===== config.mk =====
export PLATFORM = sky130hd
export DESIGN_NAME = mmd_ram
export DESIGN_NICKNAME = d
export VERILOG_FILES = /design/src/mmd_ram.sv
export SDC_FILE = /design/constraint.sdc
export NUM_CORES = 2
export LEC_CHECK = 0
export BUFFER_PORTS_ARGS = -buffer_cell sky130_fd_sc_hd__buf_2
export CAP_MARGIN = 20
export CORE_MARGIN = 4
export CORE_UTILIZATION = 49
export CTS_BUF_LIST = sky130_fd_sc_hd__clkbuf_8 sky130_fd_sc_hd__clkbuf_16
export DETAILED_ROUTE_END_ITERATION = 8
export PLACE_DENSITY = 0.72
export REMOVE_ABC_BUFFERS = 1
export SKIP_LAST_GASP = 1
export SLEW_MARGIN = 20
export SYNTH_ARGS = -nofsm -noshare
export SYNTH_HDL_FRONTEND = slang
export SYNTH_SLANG_ARGS = --single-unit

===== constraint.sdc =====
create_clock -name clk_i -period 3.3 [get_ports clk_i]
set_input_delay 0.495 -clock clk_i [delete_from_list [all_inputs] [get_ports clk_i]]
set_output_delay 0.495 -clock clk_i [all_outputs]
set_load 0.005 [all_outputs]

===== src/mmd_ram.sv =====
// generic single-port ram with registered read
`default_nettype none
module mmd_ram #(
  parameter int unsigned Width = 8,
  parameter int unsigned Depth = 256
) (
  input  logic                     clk_i,
  input  logic                     we_i,
  input  logic                     re_i,
  input  logic [$clog2(Depth)-1:0] addr_i,
  input  logic [Width-1:0]         wdata_i,
  output logic [Width-1:0]         rdata_o
);

  logic [Width-1:0] mem_q [Depth];

  // write port and registered read
  always_ff @(posedge clk_i) begin
    if (we_i) begin
      mem_q[addr_i] <= wdata_i;
    end
    if (re_i) begin
      rdata_o <= mem_q[addr_i];
    end
  end

endmodule
`default_nettype wire


==> impl_metrics.env <==
export IMPL_yosys_cell_types_count=21
export IMPL_drt_drc_violations_left=0
export IMPL_detailed_place_area_um2=84700
export IMPL_synth_top_area_share=0.786
export IMPL_cp_required_ns=3.79
export IMPL_endpoint_kind="register"
export IMPL_critPathArrivalTime_ns=3.57
export IMPL_tns_ns=0
export IMPL_postSynthCellCount=3547
export IMPL_area_growth_synth_to_final_pct=15.9
export IMPL_synth_area_per_cell_um2=22.2
export IMPL_postCtsSetupRepairBufs=0
export IMPL_yosys_area_top_type="sky130_fd_sc_hd__edfxtp_1"
export IMPL_top_level_ports=27
export IMPL_cts_reportedPaths_clkPinSlew_ns=0.06
export IMPL_ff2ff_setup_slack_ns=0.41
export IMPL_syn_area_um2=78600
export IMPL_critical_path_reg2reg_startpoint="mem_q[57][4]"
export IMPL_postSynthRegisterBits=2056
export IMPL_timing_critical_path_fanout_max=37
export IMPL_p_per_area_nw_per_um2=587
export IMPL_timing_hold_worst_start="re_i"
export IMPL_vert_die_dim_um=408
export IMPL_route_antenna_remaining_nets=0
export IMPL_routed_wire_length_per_instance_um=29.5
export IMPL_die_area_um2=167000
export IMPL_crit_path_max_incr_delay_ns=1.10
export IMPL_post_route_cells_drive_above_1_share=0.308
export IMPL_path_class="primary input to register"
export IMPL_crit_slowest_cell="sky130_fd_sc_hd__o41ai_1"
export IMPL_final_net_count=4033
export IMPL_via_per_inst=6.26
export IMPL_postRouteWirelength_um=184000
export IMPL_finalWorstPathRequiredPeriod_ns=3.08
export IMPL_worst_slew_pin_slew_ns=1.21
export IMPL_run_status="finished clean"
export IMPL_ys_seq_area_frac=0.786
export IMPL_post_cts_sizing=0
export IMPL_yosysWarnings=0
export IMPL_grt_max_degree=105
export IMPL_final_period_utilization=0.932
export IMPL_power_leakage_nw=28.8
export IMPL_port_buffers=26
export IMPL_cts_path_max_buffers=3
export IMPL_area_of_combinational_cells_with_multiple_inputs_um2=15800
export IMPL_cts_hold_repair_buffers=0
export IMPL_firstDrtPassIters=6
export IMPL_place_gp_congestion=0.847
export IMPL_timing_final_setup_violations=0
export IMPL_clock_latency_ns=0.80
export IMPL_min_path_type="primary input to register"
export IMPL_cts_root_buf="sky130_fd_sc_hd__clkbuf_16"
export IMPL_grt_pass1_vias=39900
export IMPL_min_to="rdata_o[7]"
export IMPL_cts_max_level=4
export IMPL_maxSlewViolCount=0
export IMPL_first_pass_grt_wire_length_um=275000
export IMPL_grt_overflow_total=0
export IMPL_fp_coreArea_um2=159000
export IMPL_grt_setup_unrepaired="no"
export IMPL_ir_drop_mv=0.550
export IMPL_startpoint_type="primary input"
export IMPL_netlist_top_cells_area="sky130_fd_sc_hd__edfxtp_1, sky130_fd_sc_hd__mux4_2, sky130_fd_sc_hd__a22oi_1, sky130_fd_sc_hd__nor2_1, sky130_fd_sc_hd__a21oi_1"
export IMPL_drv_max_cap_violation_count=0
export IMPL_grt_util_all_layers=0.222
export IMPL_fp_row_count=146
export IMPL_num_vias=39100
export IMPL_number_of_antenna_violations_at_the_first_check_in_global_routing=2
export IMPL_fmax_mhz=325
export IMPL_post_dp_hpwl_um=115000
export IMPL_critical_path_buf_inv_count=3
export IMPL_path_common_cell="sky130_fd_sc_hd__buf_12"
export IMPL_timing_hold_worst_path_depth=1
export IMPL_layout_setup_ws_ns=0.223
export IMPL_max_slew_margin_rel=0.184
export IMPL_stdcell_area_um2=91100
export IMPL_final_setup_skew_ns=0.0213
export IMPL_path_delay_family="compound AO/OA/AOI/OAI gates"
export IMPL_cts_sinks=2056
export IMPL_drt_initial_drc_count=5182
export IMPL_post_place_ws_ns=-0.466
export IMPL_die_width_um=408
export IMPL_tritoncts_clock_tree="yes"
export IMPL_timing_reg2reg_worst_path_depth=5
export IMPL_crit_path_cell_trace="buf_8 > buf_12 > buf_12 > mux4_2 > a22oi_1 > a21oi_1 > o41ai_1 > nand4_1"
export IMPL_tritoncts_buffers=194
export IMPL_r2r_end="rdata_o[4]"
export IMPL_fillers=11200
export IMPL_finalHoldViolCount=0
export IMPL_register_area_um2=61700
export IMPL_initial_utilization=0.494
where the power goes:
part           switching, W  leakage (nW)  internal [W]
sequential        0.0000309          18.5        0.0288
clock               0.00942          3.24        0.0127
combinational       0.00157          7.02      0.000969
total                0.0110          28.8        0.0424
synth_stat cells:
cell type	instances
sky130_fd_sc_hd__a21oi_1	128
sky130_fd_sc_hd__nand4_1	8
sky130_fd_sc_hd__buf_6	16
sky130_fd_sc_hd__nand3_1	13
sky130_fd_sc_hd__nor2_1	232
sky130_fd_sc_hd__inv_1	1
sky130_fd_sc_hd__and2_1	3
sky130_fd_sc_hd__or3_1	1
sky130_fd_sc_hd__o41ai_1	32
sky130_fd_sc_hd__or2_2	2
sky130_fd_sc_hd__nor3_1	30
sky130_fd_sc_hd__clkbuf_1	145
sky130_fd_sc_hd__buf_2	36
sky130_fd_sc_hd__nor2b_1	7
sky130_fd_sc_hd__edfxtp_1	2056
sky130_fd_sc_hd__buf_1	19
sky130_fd_sc_hd__buf_4	16
sky130_fd_sc_hd__nand2b_1	6
sky130_fd_sc_hd__a22oi_1	256
sky130_fd_sc_hd__nand2_1	28
sky130_fd_sc_hd__mux4_2	512
registers in the layout, summed over array words and instances (netlist names):
signal,cells
rdata_o,8
mem_q,2048
area by class of cell:
class | count | share of cell area
repair buffers | 503 | 0.0507
clock inverters | 157 | 0.0148
flip-flops and latches | 2056 | 0.678
clock buffers | 199 | 0.0547
inverters | 1 | 0.0000412
multi-input cells | 1258 | 0.173
well taps | 2072 | 0.0285
diodes | 5 | 0.000137
cell families after synthesis:
logic type             share of synthesized area
DFF                                        0.786
muxes                                      0.147
AOI/OAI and AO/OA                         0.0362
and+or+nand+nor                           0.0173
buffers and inverters                     0.0140
worst register-to-register path: stages (launching register included):
cell                       delay [ns]
sky130_fd_sc_hd__edfxtp_1        0.38
sky130_fd_sc_hd__mux4_2          0.47
sky130_fd_sc_hd__a22oi_1         0.23
sky130_fd_sc_hd__a21oi_1         0.20
sky130_fd_sc_hd__o41ai_1         1.10
sky130_fd_sc_hd__nand4_1         0.20
placed cells by master (no fill, tap or decap), drive strengths merged:
master	Yosys	routed
edfxtp	2056	2056
mux4	512	512
buf	87	496
a22oi	256	256
nor2	232	232
clkbuf	145	206
a21oi	128	128
clkinv	0	87
inv	1	45
o41ai	32	32
nor3	30	30
nand2	28	28
bufinv	0	23
nand3	13	13
nand4	8	8
nor2b	7	7
nand2b	6	6
diode	0	5
clkinvlp	0	3
and2	3	3
or2	2	2
or3	1	1
stage by stage:
step | power (W) | instances | hold slack, ns | utilization
floorplan | 0.0304 | 3315 | 0.594 | -
global placement | 0.0319 | 5890 | 0.916 | 0.533
detailed placement | 0.0319 | 5890 | 0.915 | 0.533
CTS | 0.0538 | 6246 | 0.0349 | 0.573
global route | 0.0551 | 6246 | 0.0553 | 0.573
finish | 0.0535 | 6251 | 0.108 | 0.573
how the worst max path moves through the flow:
stage                   start       endpoint  slack [ns]  cells past startpoint
floorplan           addr_i[3]  mem_q[132][0]       -4.05                      3
detailed placement  addr_i[0]     rdata_o[4]       -0.47                      8
global route        addr_i[0]     rdata_o[4]        0.40                      8
global placement    addr_i[0]     rdata_o[5]       -0.68                      8
finish              addr_i[0]     rdata_o[4]        0.22                      8
CTS                 addr_i[0]     rdata_o[4]        0.38                      8
layer usage:
metal  vias up  share of wire  GRT usage
li1      16000              -          -
met4         0          0.032     0.0763
met1     20700           0.39      0.320
met3       340          0.098     0.0470
met2      2113           0.48      0.343
met5         -              0          0
Note: power is estimated with default switching activity, not from simulation.
